--- config.mk ---
export PLATFORM = sky130hd
export DESIGN_NAME = bnce_ctrl
export DESIGN_NICKNAME = d
export VERILOG_FILES = /design/src/design/bnce_pkg.sv /design/src/design/bnce_ctrl.sv
export SDC_FILE = /design/constraint.sdc
export NUM_CORES = 1
export LEC_CHECK = 0
export ABC_AREA = 1
export BUFFER_PORTS_ARGS = -buffer_cell sky130_fd_sc_hd__buf_2
export CELL_PAD_IN_SITES_DETAIL_PLACEMENT = 2
export CELL_PAD_IN_SITES_GLOBAL_PLACEMENT = 2
export CORE_MARGIN = 2
export CORE_UTILIZATION = 25
export CTS_CLUSTER_DIAMETER = 100
export DETAILED_ROUTE_END_ITERATION = 6
export PLACE_DENSITY = 0.79
export SETUP_SLACK_MARGIN = 0.2
export SLEW_MARGIN = 20
export SYNTH_ARGS = -nofsm -noshare
export SYNTH_HDL_FRONTEND = slang
export SYNTH_SLANG_ARGS = --single-unit
--- constraint.sdc ---
create_clock -name clk_i -period 1.9 [get_ports clk_i]
set_input_delay 0.095 -clock clk_i [delete_from_list [all_inputs] [get_ports clk_i]]
set_output_delay 0.095 -clock clk_i [all_outputs]
set_load 0.01 [all_outputs]
--- src/design/bnce_pkg.sv ---
package bnce_pkg;

  localparam int unsigned ACC_W  = 64;
  localparam int unsigned MUL_W  = 33;
  localparam int unsigned PROD_W = 2 * MUL_W;
  localparam int unsigned IN_DW  = 104;
  localparam int unsigned OUT_DW = 88;

  localparam logic [1:0] REG_TRAIN = 2'd0;
  localparam logic [1:0] REG_EPS   = 2'd1;
  localparam logic [1:0] REG_MOM   = 2'd2;

  localparam logic [16:0] MOM_ONE   = 17'd65536;
  localparam logic [23:0] INV_SAT   = 24'hFFFFFF;
  localparam logic        KIND_ELEM  = 1'b0;
  localparam logic        KIND_STATS = 1'b1;

  typedef enum logic [1:0] {
    FN_PARAM = 2'd0,
    FN_MEAN  = 2'd1,
    FN_VAR   = 2'd2,
    FN_NORM  = 2'd3
  } func_e;

  typedef enum logic [1:0] {
    WR_SWEEP = 2'd0,
    WR_PARAM = 2'd1,
    WR_MEAN  = 2'd2,
    WR_STATS = 2'd3
  } wr_sel_e;

  typedef enum logic [2:0] {
    AR_DIV_MEAN  = 3'd0,
    AR_DIV_VAR   = 3'd1,
    AR_INV_SWEEP = 3'd2,
    AR_INV_PARAM = 3'd3,
    AR_INV_BATCH = 3'd4,
    AR_INV_RUN   = 3'd5
  } ar_op_e;

  typedef enum logic [2:0] {
    MUL_NONE  = 3'd0,
    MUL_DEV   = 3'd1,
    MUL_NORM  = 3'd2,
    MUL_SCALE = 3'd3,
    MUL_MB    = 3'd4,
    MUL_MR    = 3'd5,
    MUL_VB    = 3'd6,
    MUL_VR    = 3'd7
  } mul_op_e;

  // one channel row of the parameter and statistics store
  typedef struct packed {
    logic signed [15:0] scale;
    logic signed [15:0] shift;
    logic signed [31:0] rmean;
    logic        [31:0] rvar;
    logic signed [31:0] bmean;
    logic        [23:0] binv;
    logic        [23:0] rinv;
  } row_t;

  localparam row_t ROW_RESET = '{scale: 16'sd256, shift: 16'sd0, rmean: 32'sd0,
                                 rvar: 32'd0, bmean: 32'sd0, binv: 24'd0,
                                 rinv: 24'd0};

  typedef struct packed {
    logic    latch_item;
    logic    ram_rd;
    logic    ram_wr;
    logic    use_sweep;
    logic    sweep_init;
    logic    sweep_clr;
    logic    sweep_inc;
    wr_sel_e wr_sel;
    logic    arith_start;
    ar_op_e  arith_op;
    mul_op_e mul_op;
    logic    mac_load;
    logic    rmean_fin;
    logic    rvar_fin;
    logic    bv_fin;
    logic    binv_fin;
    logic    normed_fin;
    logic    scaled_fin;
    logic    acc_step;
    logic    acc_clr;
    logic    emit;
    logic    emit_kind;
  } cmd_t;

  typedef struct packed {
    func_e in_func;
    logic  in_ch_ok;
    func_e item_func;
    logic  item_last;
    logic  train;
    logic  eps_wr;
    logic  arith_done;
    logic  sweep_last;
    logic  out_free;
  } stat_t;

  function automatic logic signed [15:0] sat16(input logic signed [PROD_W-1:0] v);
    logic signed [15:0] r;
    if (v > 66'sd32767) r = 16'sh7FFF;
    else if (v < -66'sd32768) r = 16'sh8000;
    else r = v[15:0];
    return r;
  endfunction

endpackage

--- src/design/bnce_ctrl.sv ---
module bnce_ctrl
  import bnce_pkg::*;
(
  input  logic  clk_i,
  input  logic  rst_ni,
  input  logic  in_valid_i,
  output logic  in_ready_o,
  input  stat_t stat_i,
  output cmd_t  cmd_o
);

  typedef enum logic [21:0] {
    ST_SW_RD   = 22'h000001,
    ST_SW_INV  = 22'h000002,
    ST_SW_WAIT = 22'h000004,
    ST_IDLE    = 22'h000008,
    ST_DISP    = 22'h000010,
    ST_P0_WAIT = 22'h000020,
    ST_ACC     = 22'h000040,
    ST_DIV_GO  = 22'h000080,
    ST_DIV_WT  = 22'h000100,
    ST_M1      = 22'h000200,
    ST_M2      = 22'h000400,
    ST_M3      = 22'h000800,
    ST_M4      = 22'h001000,
    ST_M5      = 22'h002000,
    ST_IB_WAIT = 22'h004000,
    ST_IR_GO   = 22'h008000,
    ST_IR_WAIT = 22'h010000,
    ST_N1      = 22'h020000,
    ST_N2      = 22'h040000,
    ST_N3      = 22'h080000,
    ST_EMIT    = 22'h100000,
    ST_SPARE   = 22'h200000
  } st_e;

  st_e  state_q, state_d;
  logic init_q, init_d;
  logic eps_pend_q, eps_pend_d;
  logic pass_ok;

  assign pass_ok = stat_i.in_ch_ok &&
                   !((stat_i.in_func == FN_MEAN || stat_i.in_func == FN_VAR) && !stat_i.train);

  always_comb begin
    state_d    = state_q;
    init_d     = init_q;
    eps_pend_d = eps_pend_q;
    cmd_o      = '0;
    in_ready_o = 1'b0;
    cmd_o.sweep_init = init_q;
    // epsilon written while busy, sweep again once idle
    if (stat_i.eps_wr && state_q != ST_IDLE) eps_pend_d = 1'b1;
    unique case (state_q)
      ST_SW_RD: begin
        cmd_o.ram_rd    = 1'b1;
        cmd_o.use_sweep = 1'b1;
        state_d = ST_SW_INV;
      end
      ST_SW_INV: begin
        cmd_o.arith_start = 1'b1;
        cmd_o.arith_op    = AR_INV_SWEEP;
        cmd_o.use_sweep   = 1'b1;
        state_d = ST_SW_WAIT;
      end
      ST_SW_WAIT: begin
        cmd_o.use_sweep = 1'b1;
        cmd_o.arith_op  = AR_INV_SWEEP;
        if (stat_i.arith_done) begin
          cmd_o.ram_wr = 1'b1;
          cmd_o.wr_sel = WR_SWEEP;
          if (stat_i.sweep_last) begin
            cmd_o.sweep_clr = 1'b1;
            init_d  = 1'b0;
            state_d = ST_IDLE;
          end else begin
            cmd_o.sweep_inc = 1'b1;
            state_d = ST_SW_RD;
          end
        end
      end
      ST_IDLE: begin
        in_ready_o = !stat_i.eps_wr && !eps_pend_q;
        if (stat_i.eps_wr || eps_pend_q) begin
          eps_pend_d = 1'b0;
          state_d    = ST_SW_RD;
        end else if (in_valid_i) begin
          cmd_o.latch_item = 1'b1;
          if (pass_ok) begin
            cmd_o.ram_rd = 1'b1;
            state_d = ST_DISP;
          end
        end
      end
      ST_DISP: begin
        unique case (stat_i.item_func)
          FN_PARAM: begin
            cmd_o.arith_start = 1'b1;
            cmd_o.arith_op    = AR_INV_PARAM;
            state_d = ST_P0_WAIT;
          end
          FN_MEAN, FN_VAR: begin
            cmd_o.mul_op = MUL_DEV;
            state_d = ST_ACC;
          end
          default: begin
            cmd_o.mul_op = MUL_NORM;
            state_d = ST_N1;
          end
        endcase
      end
      ST_P0_WAIT: begin
        if (stat_i.arith_done) begin
          cmd_o.ram_wr = 1'b1;
          cmd_o.wr_sel = WR_PARAM;
          state_d = ST_IDLE;
        end
      end
      ST_ACC: begin
        cmd_o.acc_step = 1'b1;
        state_d = stat_i.item_last ? ST_DIV_GO : ST_IDLE;
      end
      ST_DIV_GO: begin
        cmd_o.arith_start = 1'b1;
        cmd_o.arith_op    = (stat_i.item_func == FN_MEAN) ? AR_DIV_MEAN : AR_DIV_VAR;
        state_d = ST_DIV_WT;
      end
      ST_DIV_WT: begin
        if (stat_i.arith_done) begin
          cmd_o.acc_clr = 1'b1;
          if (stat_i.item_func == FN_MEAN) begin
            cmd_o.ram_wr = 1'b1;
            cmd_o.wr_sel = WR_MEAN;
            state_d = ST_IDLE;
          end else begin
            cmd_o.bv_fin = 1'b1;
            state_d = ST_M1;
          end
        end
      end
      ST_M1: begin
        cmd_o.mul_op = MUL_MB;
        state_d = ST_M2;
      end
      ST_M2: begin
        cmd_o.mac_load = 1'b1;
        cmd_o.mul_op   = MUL_MR;
        state_d = ST_M3;
      end
      ST_M3: begin
        cmd_o.rmean_fin = 1'b1;
        cmd_o.mul_op    = MUL_VB;
        state_d = ST_M4;
      end
      ST_M4: begin
        cmd_o.mac_load = 1'b1;
        cmd_o.mul_op   = MUL_VR;
        state_d = ST_M5;
      end
      ST_M5: begin
        cmd_o.rvar_fin    = 1'b1;
        cmd_o.arith_start = 1'b1;
        cmd_o.arith_op    = AR_INV_BATCH;
        state_d = ST_IB_WAIT;
      end
      ST_IB_WAIT: begin
        if (stat_i.arith_done) begin
          cmd_o.binv_fin = 1'b1;
          state_d = ST_IR_GO;
        end
      end
      ST_IR_GO: begin
        cmd_o.arith_start = 1'b1;
        cmd_o.arith_op    = AR_INV_RUN;
        state_d = ST_IR_WAIT;
      end
      ST_IR_WAIT: begin
        if (stat_i.arith_done) begin
          cmd_o.ram_wr = 1'b1;
          cmd_o.wr_sel = WR_STATS;
          state_d = ST_EMIT;
        end
      end
      ST_N1: begin
        cmd_o.normed_fin = 1'b1;
        state_d = ST_N2;
      end
      ST_N2: begin
        cmd_o.mul_op = MUL_SCALE;
        state_d = ST_N3;
      end
      ST_N3: begin
        cmd_o.scaled_fin = 1'b1;
        state_d = ST_EMIT;
      end
      ST_EMIT: begin
        if (stat_i.out_free) begin
          cmd_o.emit      = 1'b1;
          cmd_o.emit_kind = (stat_i.item_func == FN_NORM) ? KIND_ELEM : KIND_STATS;
          state_d = ST_IDLE;
        end
      end
      default: state_d = ST_IDLE;
    endcase
  end

  always_ff @(posedge clk_i or negedge rst_ni) begin
    if (!rst_ni) begin
      state_q    <= ST_SW_RD;
      init_q     <= 1'b1;
      eps_pend_q <= 1'b0;
    end else begin
      state_q    <= state_d;
      init_q     <= init_d;
      eps_pend_q <= eps_pend_d;
    end
  end

`ifndef SYNTH
  a_rw_excl: assert property (@(posedge clk_i) disable iff (!rst_ni)
    !(cmd_o.ram_rd && cmd_o.ram_wr)) else $error("ram read and write together");
  a_emit_free: assert property (@(posedge clk_i) disable iff (!rst_ni)
    cmd_o.emit |-> stat_i.out_free) else $error("result loaded over a waiting one");
  a_accept_next: assert property (@(posedge clk_i) disable iff (!rst_ni)
    (in_valid_i && in_ready_o) |=> (state_q == ST_DISP || state_q == ST_IDLE))
    else $error("bad state after request accept");
  a_start_idle: assert property (@(posedge clk_i) disable iff (!rst_ni)
    cmd_o.arith_start |-> !stat_i.arith_done) else $error("arith started while finishing");
`endif

endmodule

==> results of run 1 <==
-- stage by stage --
stage	setup TNS, ns	hold WS, ns	total power [mW]
5_1_grt	-7.494	0.1138	3.382
4_1_cts	-0.4561	0.03268	2.744
3_5_place_dp	0	0.1265	1.804
2_1_floorplan	0	-0.2006	1.423
3_3_place_gp	0	0.1205	1.756
6_report	-3.813	0.1040	3.197
-- routing by layer --
metal	share of wire	global-route usage	up-vias	wire (um)
met4	0.029	0.05114	0	267
met3	0.036	0.01524	22	334
met5	0	0	-	0
met1	0.43	0.3003	1115	3925
met2	0.51	0.4343	64	4684
li1	-	-	985	-
-- area by class of cell --
| type | instances | share of cell area |
|---|---|---|
| well taps | 80 | 0.03527 |
| multi-input cells | 171 | 0.3915 |
| repair buffers | 101 | 0.2694 |
| inverters | 61 | 0.08422 |
| clock buffers | 4 | 0.01587 |
| flip-flops and latches | 23 | 0.2037 |
-- state kept, by name, summed over array words and instances (netlist names) --
signal / cells
eps_pend_q: 1
state_q: 21
init_q: 1
-- worst max-delay path: cells and delay by family, from the launching register on --
family | cells | cell delay, ns
and+or+nand+nor | 5 | 0.89
buffers and inverters | 3 | 0.36
DFF | 1 | 0.41
AOI/OAI and AO/OA | 1 | 0.10
-- cells in the final DEF (no fill, tap or decap), types with 2 or more instances in the layout --
master    instances
nor2_1           32
ha_1              3
nand2_4           7
inv_2            11
nand2_1          29
buf_6            21
inv_1            46
nor2_4           11
nand2_2          19
dfrtp_1          21
a21oi_1           5
dfstp_2           2
nand3_1          13
nand3_4           3
inv_4             2
nor3_1            2
o21ai_0           2
nor2_2           18
nand4_1           8
buf_2            35
o21ai_2           3
buf_4            43
nor3_2            2
clkbuf_8          3
o21ai_1           2
-- power by group --
part           internal, mW  switching [mW]  total (mW)
Clock                 0.151           0.204       0.355
Sequential            0.566          0.0607       0.627
Combinational         0.936            1.28        2.21
Total                  1.65            1.54        3.20
-- logic make-up (layout without fill, tap and decap cells) --
family | Yosys count | after routing | synth area share
AND/OR/NAND/NOR | 153 | 153 | 0.4404
buffers and inverters | 64 | 166 | 0.1522
flip-flops | 23 | 23 | 0.3397
AO/OA/AOI/OAI | 15 | 15 | 0.04559
adder cells (fa/ha/maj) | 3 | 3 | 0.02206
-- timing repair --
action,4_1_cts,5_1_grt
hold buffers,1,0
endpoints found under the setup margin,35,39
gates resized for setup,71,34
pin swaps,17,16
setup buffers,41,9
hold endpoints to repair,21,0
-- path summary, 6_finish.rpt --
check / to / slack (ns)
setup / recovery: cmd_o[25] / -0.25
hold / removal: state_q[7]$_DFFE_PN0P_ / 0.10
setup reg to reg: state_q[3]$_DFFE_PN0P_ / -0.22
hold reg to reg: init_q$_DFFE_PN1P_ / 0.49
max in group asynchronous: state_q[14]$_DFFE_PN0P_ / 1.14
min in group asynchronous: state_q[5]$_DFFE_PN0P_ / 0.35
==> impl_metrics.env, run 1 <==
export IMPL_status="finished with violations"
export IMPL_failed_checks="setup timing"
export IMPL_dp_final_hpwl_um=4731
export IMPL_numCtsBuffers=3
export IMPL_synth_seq_cells=23
export IMPL_cts_sinks=23
export IMPL_synth_area_leaders="dfrtp_1, inv_1, nor2_1"
export IMPL_critPathMostFrequentCell="nor2_2"
export IMPL_slowest_delay_ns=0.41
export IMPL_die_w_um=86.50
export IMPL_endpoint_kind="primary output"
export IMPL_drtIter0Drc=96
export IMPL_cp_slowest_cell="dfrtp_1"
export IMPL_seq_area_frac_synth=0.3397
export IMPL_htreeDepth=1
export IMPL_dp_slack_ns=0.03587
export IMPL_worst_slew_pin_transition_ns=0.6212
export IMPL_finalCritPeriodShare=1.131
export IMPL_yosysTopAreaCell="dfrtp_1"
export IMPL_synth_ff_type="dfrtp_1"
export IMPL_reg2reg_depth=13
export IMPL_worstPathArrival_ns=2.05
export IMPL_p_per_area_nw_per_um2=1126
export IMPL_die_area_um2=7482
export IMPL_detail_route_antenna_nets=0
export IMPL_wire_per_inst_um=20.93
export IMPL_r2r_start="state_q[18]$_DFFE_PN0P_"
export IMPL_drc_errors=0
export IMPL_grt_pass1_vias=2369
export IMPL_holdPathStages=3
export IMPL_start_kind="register"
export IMPL_setup_violations=32
export IMPL_core_um2=6681
export IMPL_layout_cells_non_filler=440
export IMPL_p_leak_nw=1.667
export IMPL_rsz0062_at_grt="yes"
export IMPL_synth_common_cells="inv_1, nor2_1, nand2_1"
export IMPL_multi_input_area_um2=1111
export IMPL_start_util=0.2547
export IMPL_grt_overflow_total=0
export IMPL_synth_cells=258
export IMPL_vias=2186
export IMPL_via_per_inst=4.968
export IMPL_antenna_found_initial=0
export IMPL_syn_to_final_growth_pct=66.76
export IMPL_slew_headroom=0.5859
export IMPL_clkLatencyLatePin_ns=0.29
export IMPL_fmax_mhz=465.5
export IMPL_synth_most_common_cell="inv_1"
export IMPL_fill_cells=789
export IMPL_io_buffer_count=41
export IMPL_finalMaxSlewViolations=0
export IMPL_gp_congestion=0.8100
export IMPL_boundaryPins=42
export IMPL_synth_top_cell_area_share=0.3088
export IMPL_cts_tree="built"
export IMPL_final_util=0.4247
export IMPL_hold_path_class="in2reg"
export IMPL_synth_edf_count=0
export IMPL_min_delay_start="stat_i[5]"
export IMPL_cp_startpoint="state_q[18]$_DFFE_PN0P_"
export IMPL_regArea_um2=578.1
export IMPL_syn_area_um2=1702
export IMPL_grt_pass1_wl_um=13350
export IMPL_clk_pin_slew_ns=0.10
export IMPL_drive_above_1_share=0.5278
export IMPL_fin_skew_ns=0.007233
export IMPL_cts_path_max_buffers=2
export IMPL_critical_path_class="reg2out"
export IMPL_worst_path_max_fanout=4
export IMPL_wl_um=9211
export IMPL_dp_cells=385
export IMPL_yosys_cell_types_count=29
export IMPL_min_period_ns=2.148
export IMPL_async_reset_ff_frac=1.000
export IMPL_grt_max_degree=24
export IMPL_grt_use_total=0.2355
export IMPL_root_buffer="clkbuf_8"
export IMPL_rows=30
export IMPL_maxCapViolations=0
export IMPL_irDropWorstVdd_v=0.0005238
export IMPL_synth_warnings=0
export IMPL_hold_violations=0
export IMPL_finalInstanceArea_um2=2838
export IMPL_avgSynthCellArea_um2=6.595
export IMPL_synth_nets=275
export IMPL_layout_setup_ws_ns=-0.2480
export IMPL_antenna_cells=0
export IMPL_dpl_cell_area_um2=2057
export IMPL_crit_path_cell_trace="nor2_2, nand2_2, nor2_4, buf_6, nand4_1, nor2_2, inv_2, o21ai_2, buf_2"
export IMPL_cp_required_ns=1.80
export IMPL_die_height_um=86.50
export IMPL_first_pass_iters=4
export IMPL_fin_nets=378
(Power assumes the default switching activity.)
==> run 2: changes to the inputs <==
Settings changed: BUFFER_PORTS_ARGS -buffer_cell sky130_fd_sc_hd__buf_2 to -buffer_cell sky130_fd_sc_hd__buf_4, CORE_ASPECT_RATIO from default to 0.6.
Clock period 1.9 ns to 2.7 ns, I/O delays scaled along.
==> run 2 against run 1 <==
  * Clock-buffer cell count decreased by 1
  * Register-to-register slack improved by 0.80 ns
  * Routed wire length down 30%
  * Clock skew fell by 0.0053 ns
  * Critical path depth rose by 1
  * Sequential power is 30% lower
  * Die area increased by 0.29%
  * Non-clock buffer count shrank 54
  * Sequential cell count is the same
  * Final cell count down 11%
  * Via count down 18%
  * Clock power fell by 5%
  * The run now ends clean
==> impl_metrics.env, run 2 (synthesized netlist as in run 1, its figures left out) <==
export IMPL_status="finished clean"
export IMPL_slew_headroom=0.7104
export IMPL_antenna_found_initial=0
export IMPL_p_total_mw=1.598
export IMPL_r2r_start="state_q[5]$_DFFE_PN0P_"
export IMPL_reg2reg_slack_ns=0.58
export IMPL_cp_slowest_cell="dfrtp_1"
export IMPL_antenna_cells=0
export IMPL_grt_pass1_wl_um=10220
export IMPL_setup_violations=0
export IMPL_root_buffer="clkbuf_16"
export IMPL_critPathMostFrequentCell="nand2_1"
export IMPL_worst_slew_pin_transition_ns=0.4299
export IMPL_hold_path_class="in2reg"
export IMPL_drtIter0Drc=52
export IMPL_largest_register="state_q"
export IMPL_core_um2=6619
export IMPL_cts_tree="built"
export IMPL_clkLatencyLatePin_ns=0.26
export IMPL_crit_path_cell_trace="nor2_2, nand2_2, nor2_8, nand2_1, nor2_1, nand2_1, inv_1, nand2_1, o211ai_1, buf_4"
export IMPL_worstPathArrival_ns=2.19
export IMPL_die_area_um2=7504
export IMPL_largestRegisters="state_q x21, eps_pend_q x1, init_q x1"
export IMPL_finalInstanceArea_um2=2228
export IMPL_irDropWorstVdd_v=0.0002717
export IMPL_maxCapViolations=0
export IMPL_vias=1790
export IMPL_cts_path_max_buffers=2
export IMPL_finalCritPeriodShare=0.8616
export IMPL_wl_um=6453
export IMPL_via_per_inst=4.555
export IMPL_min_period_ns=2.326
export IMPL_numCtsBuffers=3
export IMPL_layout_common_cells="inv_1, nor2_1, nand2_1"
export IMPL_min_delay_start="stat_i[5]"
export IMPL_finalMaxSlewViolations=0
export IMPL_dp_final_hpwl_um=5135
export IMPL_first_pass_iters=5
export IMPL_syn_to_final_growth_pct=30.96
export IMPL_endpoint_kind="primary output"
export IMPL_grt_overflow_total=0
export IMPL_detail_route_antenna_nets=0
export IMPL_rows=23
export IMPL_drive_above_1_share=0.2680
export IMPL_largest_reg_flops=21
export IMPL_slowest_delay_ns=0.43
export IMPL_final_common_cell="inv_1"
export IMPL_die_height_um=67.91
export IMPL_min_to="state_q[7]$_DFFE_PN0P_"
export IMPL_grt_use_total=0.1766
export IMPL_reg2reg_depth=12
export IMPL_reg2reg_to="state_q[3]$_DFFE_PN0P_"
export IMPL_cts_repair_resized=0
export IMPL_cts_sinks=23
export IMPL_boundaryPins=42
export IMPL_die_w_um=110.5
export IMPL_gp_congestion=0.8009
export IMPL_rsz0062_at_grt="no"
export IMPL_cp_required_ns=2.57
export IMPL_fin_skew_ns=0.001898
export IMPL_grt_max_degree=24
export IMPL_worst_path_max_fanout=10
export IMPL_htreeDepth=1
export IMPL_fin_tns_setup_ns=0
export IMPL_fin_nets=324
export IMPL_clk_pin_slew_ns=0.07
export IMPL_p_per_area_nw_per_um2=717.0
export IMPL_grt_pass1_vias=1900
export IMPL_holdPathStages=3
export IMPL_wire_per_inst_um=16.42
export IMPL_io_buffer_count=41
export IMPL_start_util=0.2571
export IMPL_hold_violations=0
export IMPL_critical_path_class="reg2out"
export IMPL_p_leak_nw=1.362
export IMPL_start_kind="register"
export IMPL_drc_errors=0
export IMPL_fill_cells=828
export IMPL_dpl_cell_area_um2=2088
export IMPL_fmax_mhz=429.9
export IMPL_final_util=0.3367
==> run 2: per-stage QoR <==
stage          hold WS (ns)  cells  setup slack, ns
2_1_floorplan       -0.1606    258           0.9612
3_3_place_gp        0.06157    383           0.7479
5_1_grt              0.1032    393           0.2207
4_1_cts             0.09857    388           0.3540
3_5_place_dp        0.06555    383           0.6416
6_report             0.1008    393           0.3736
==> run 2: how the worst max path moves through the flow <==
stage | startpoint | depth (start not counted) | endpoint
4_1_cts | state_q[18]$_DFFE_PN0P_ | 10 | cmd_o[14]
2_1_floorplan | state_q[18]$_DFFE_PN0P_ | 8 | cmd_o[25]
6_report | state_q[8]$_DFFE_PN0P_ | 10 | cmd_o[14]
3_5_place_dp | state_q[6]$_DFFE_PN0P_ | 12 | state_q[3]$_DFFE_PN0P_
5_1_grt | state_q[6]$_DFFE_PN0P_ | 8 | cmd_o[19]
3_3_place_gp | state_q[5]$_DFFE_PN0P_ | 12 | state_q[3]$_DFFE_PN0P_
==> run 2: area by class of cell <==
cell class                 instances  area (um2)  share of cell area
clock buffer                       3       75.07             0.03369
inverter                          61       229.0              0.1028
multi-input combinational        171       864.6              0.3880
timing repair buffer              47       367.9              0.1651
clock inverter                     1       5.005            0.002246
tap                               87       108.9             0.04885
sequential                        23       578.1              0.2594
==> run 2: critical path, delay by kind of cell, from the launching register on <==
| family | cells | cell delay [ns] |
|---|---|---|
| and+or+nand+nor | 7 | 1.09 |
| DFF | 1 | 0.43 |
| buffers and inverters | 2 | 0.27 |
| AOI/OAI and AO/OA | 1 | 0.14 |
==> run 2: metal layers <==
metal | global-route usage | vias up | share of wire
li1 | - | 877 | -
met1 | 0.2539 | 875 | 0.52
met2 | 0.2822 | 34 | 0.44
met3 | 0.03366 | 4 | 0.040
met4 | 0.02969 | 0 | 0.0070
met5 | 0 | - | 0
==> run 2: repair_timing <==
item	in CTS	in global routing
endpoints found under the hold margin	21	0
setup buffers	0	5
endpoints found under the setup margin	0	1
hold buffers	1	0
==> run 2: power breakdown <==
part | leakage [nW] | switching (mW) | internal [mW]
logic | 1.01 | 0.561 | 0.257
registers | 0.308 | 0.0422 | 0.399
clock network | 0.0409 | 0.139 | 0.200
total | 1.36 | 0.742 | 0.856
==> run 3: changes to the inputs <==
Settings changed: BUFFER_PORTS_ARGS -buffer_cell sky130_fd_sc_hd__buf_4 to default, DONT_BUFFER_PORTS from default to 1, GPL_ROUTABILITY_DRIVEN from default to 0, PLACE_DENSITY 0.79 to 0.69.
==> run 3 against run 2 <==
  * Sequential share of layout area increased by 3.8 points
  * Clock skew about the same
  * Sequential power about the same
  * Combinational power is 11% lower
  * Utilization is 4.3 points lower
  * First-iteration DRC count rose by 21%
  * Clock-buffer cell count increased by 1
  * Final cell count shrank 10%
  * Highest routed layer unchanged
==> impl_metrics.env, run 3 (synthesized netlist as in run 1, its figures left out) <==
export IMPL_grt_overflow_total=0
export IMPL_die_area_um2=7504
export IMPL_cp_top_family="simple AND/OR/NAND/NOR gates"
export IMPL_r2r_start="state_q[2]$_DFFE_PN0P_"
export IMPL_fmax_mhz=437.0
export IMPL_cp_startpoint="state_q[2]$_DFFE_PN0P_"
export IMPL_fill_cells=821
export IMPL_core_um2=6619
export IMPL_slew_headroom=0.6523
export IMPL_drive_above_1_share=0.1504
export IMPL_io_buffer_count=0
export IMPL_start_kind="register"
export IMPL_min_delay_start="stat_i[1]"
export IMPL_start_util=0.2571
export IMPL_setup_violations=0
export IMPL_grt_use_total=0.1574
export IMPL_cts_path_max_buffers=2
export IMPL_cp_slowest_cell="dfrtp_1"
export IMPL_fin_tns_setup_ns=0
export IMPL_maxCapViolations=0
export IMPL_irDropWorstVdd_v=0.0002411
export IMPL_worst_path_max_fanout=11
export IMPL_status="finished clean"
export IMPL_grt_pass1_wl_um=9059
export IMPL_worstPathArrival_ns=2.15
export IMPL_numCtsBuffers=3
export IMPL_crit_path_cell_trace="nor2_1, nand2_2, nor2_4, nand3_1, a21oi_1, o21ai_0, inv_1"
export IMPL_slowest_delay_ns=0.40
export IMPL_wire_per_inst_um=16.11
export IMPL_finalMaxSlewViolations=0
export IMPL_die_w_um=110.5
export IMPL_clk_pin_slew_ns=0.06
export IMPL_cp_num_buf_inv=1
export IMPL_antenna_found_initial=0
export IMPL_largest_reg_flops=21
export IMPL_die_height_um=67.91
export IMPL_critical_path_class="reg2out"
export IMPL_antenna_cells=0
export IMPL_multi_input_area_um2=864.6
export IMPL_hold_violations=0
export IMPL_dp_final_hpwl_um=4618
export IMPL_wl_um=5688
export IMPL_via_per_inst=4.510
export IMPL_drc_errors=0
export IMPL_rsz0062_at_grt="no"
export IMPL_regArea_um2=578.1
export IMPL_boundaryPins=42
export IMPL_fin_nets=284
export IMPL_htreeDepth=1
export IMPL_vias=1592
export IMPL_min_period_ns=2.289
export IMPL_largest_register="state_q"
export IMPL_final_common_cell="inv_1"
export IMPL_fin_skew_ns=0.001964
export IMPL_finalCritPeriodShare=0.8476
export IMPL_largestRegisters="state_q x21, eps_pend_q x1, init_q x1"
export IMPL_first_pass_iters=4
export IMPL_grt_pass1_vias=1691
export IMPL_clkLatencyLatePin_ns=0.26
export IMPL_finalInstanceArea_um2=1942
export IMPL_endpoint_kind="primary output"
export IMPL_detail_route_antenna_nets=0
export IMPL_p_leak_nw=1.155
export IMPL_dpl_cell_area_um2=1780
export IMPL_layout_common_cells="inv_1, nor2_1, nand2_1"
export IMPL_syn_to_final_growth_pct=14.12
export IMPL_p_per_area_nw_per_um2=772.3
export IMPL_grt_max_degree=24
export IMPL_rows=23
export IMPL_worst_slew_pin_transition_ns=0.5161
export IMPL_drtIter0Drc=63
export IMPL_cp_required_ns=2.57
export IMPL_hold_path_class="in2reg"
export IMPL_cts_tree="built"
export IMPL_root_buffer="clkbuf_16"
export IMPL_cts_sinks=23
## run 3: changes by cell type in the layout (fill, tap and decap cells not counted)
| cell | before | now |
|---|---|---|
| buf_12 | 1 | 2 |
| buf_4 | 45 | 3 |
| dlygate4sd3_1 | 1 | 2 |
| clkbuf_1 | 0 | 1 |
| clkinv_2 | 1 | 0 |
## run 3: cell type report
class / instances / area share
multi-input cells: 171 / 0.4452
flip-flops and latches: 23 / 0.2977
inverters: 61 / 0.1179
well taps: 87 / 0.05606
repair buffers: 7 / 0.04253
clock buffers: 4 / 0.04059
## run 3: final timing paths
check                                          to  slack [ns]  cells past startpoint
min                        state_q[0]$_DFFE_PN1P_        0.07                      3
max in group asynchronous      init_q$_DFFE_PN1P_        2.15                      2
min reg2reg                    init_q$_DFFE_PN1P_        0.48                      2
max                                     cmd_o[19]        0.41                      7
min in group asynchronous  state_q[8]$_DFFE_PN0P_        0.33                      2
max reg2reg                state_q[3]$_DFFE_PN0P_        0.58                     12
## run 3: layer usage
| layer | up-vias | wire length, um | track usage |
|---|---|---|---|
| met3 | 2 | 177 | 0.03277 |
| met1 | 771 | 3035 | 0.2288 |
| li1 | 795 | - | - |
| met5 | - | 0 | 0 |
| met2 | 24 | 2452 | 0.2446 |
| met4 | 0 | 22 | 0.02813 |
## run 3: repair_timing
action / CTS / global route
setup endpoints to repair: 0 / 1
setup buffers: 0 / 4
resized for setup: 0 / 0
endpoints found under the hold margin: 24 / 0
hold buffers: 3 / 0
## run 3: power breakdown
| group | switching (mW) | internal, mW | leakage [nW] | total, mW |
|---|---|---|---|---|
| registers | 0.0388 | 0.400 | 0.308 | 0.438 |
| logic | 0.526 | 0.206 | 0.809 | 0.732 |
| clock network | 0.128 | 0.202 | 0.0382 | 0.329 |
## run 3: worst register-to-register path: stages, from the launching register on
cell and delay, ns:
dfrtp_1 0.40, nor2_1 0.19, nand2_2 0.13, nor2_4 0.28, nand3_1 0.28, nand2_1 0.16
nor2_2 0.05, nand2_2 0.06, nand2_2 0.07, nand2_4 0.13, inv_2 0.09, nor2_1 0.12
nor2_1 0.06
## run 3: through the flow
step                cells  total power, mW  worst slack [ns]  hold slack [ns]    util
finish                353            1.500            0.4115          0.07162  0.2934
global route          353            1.634            0.1970           0.1493  0.2934
CTS                   349            1.515            0.3037          0.06997  0.2870
detailed placement    342            1.156            0.5936          -0.1597  0.2690
global placement      342            1.135            0.6439          -0.1597  0.2690
floorplan             258            1.002            0.9612          -0.1606       -
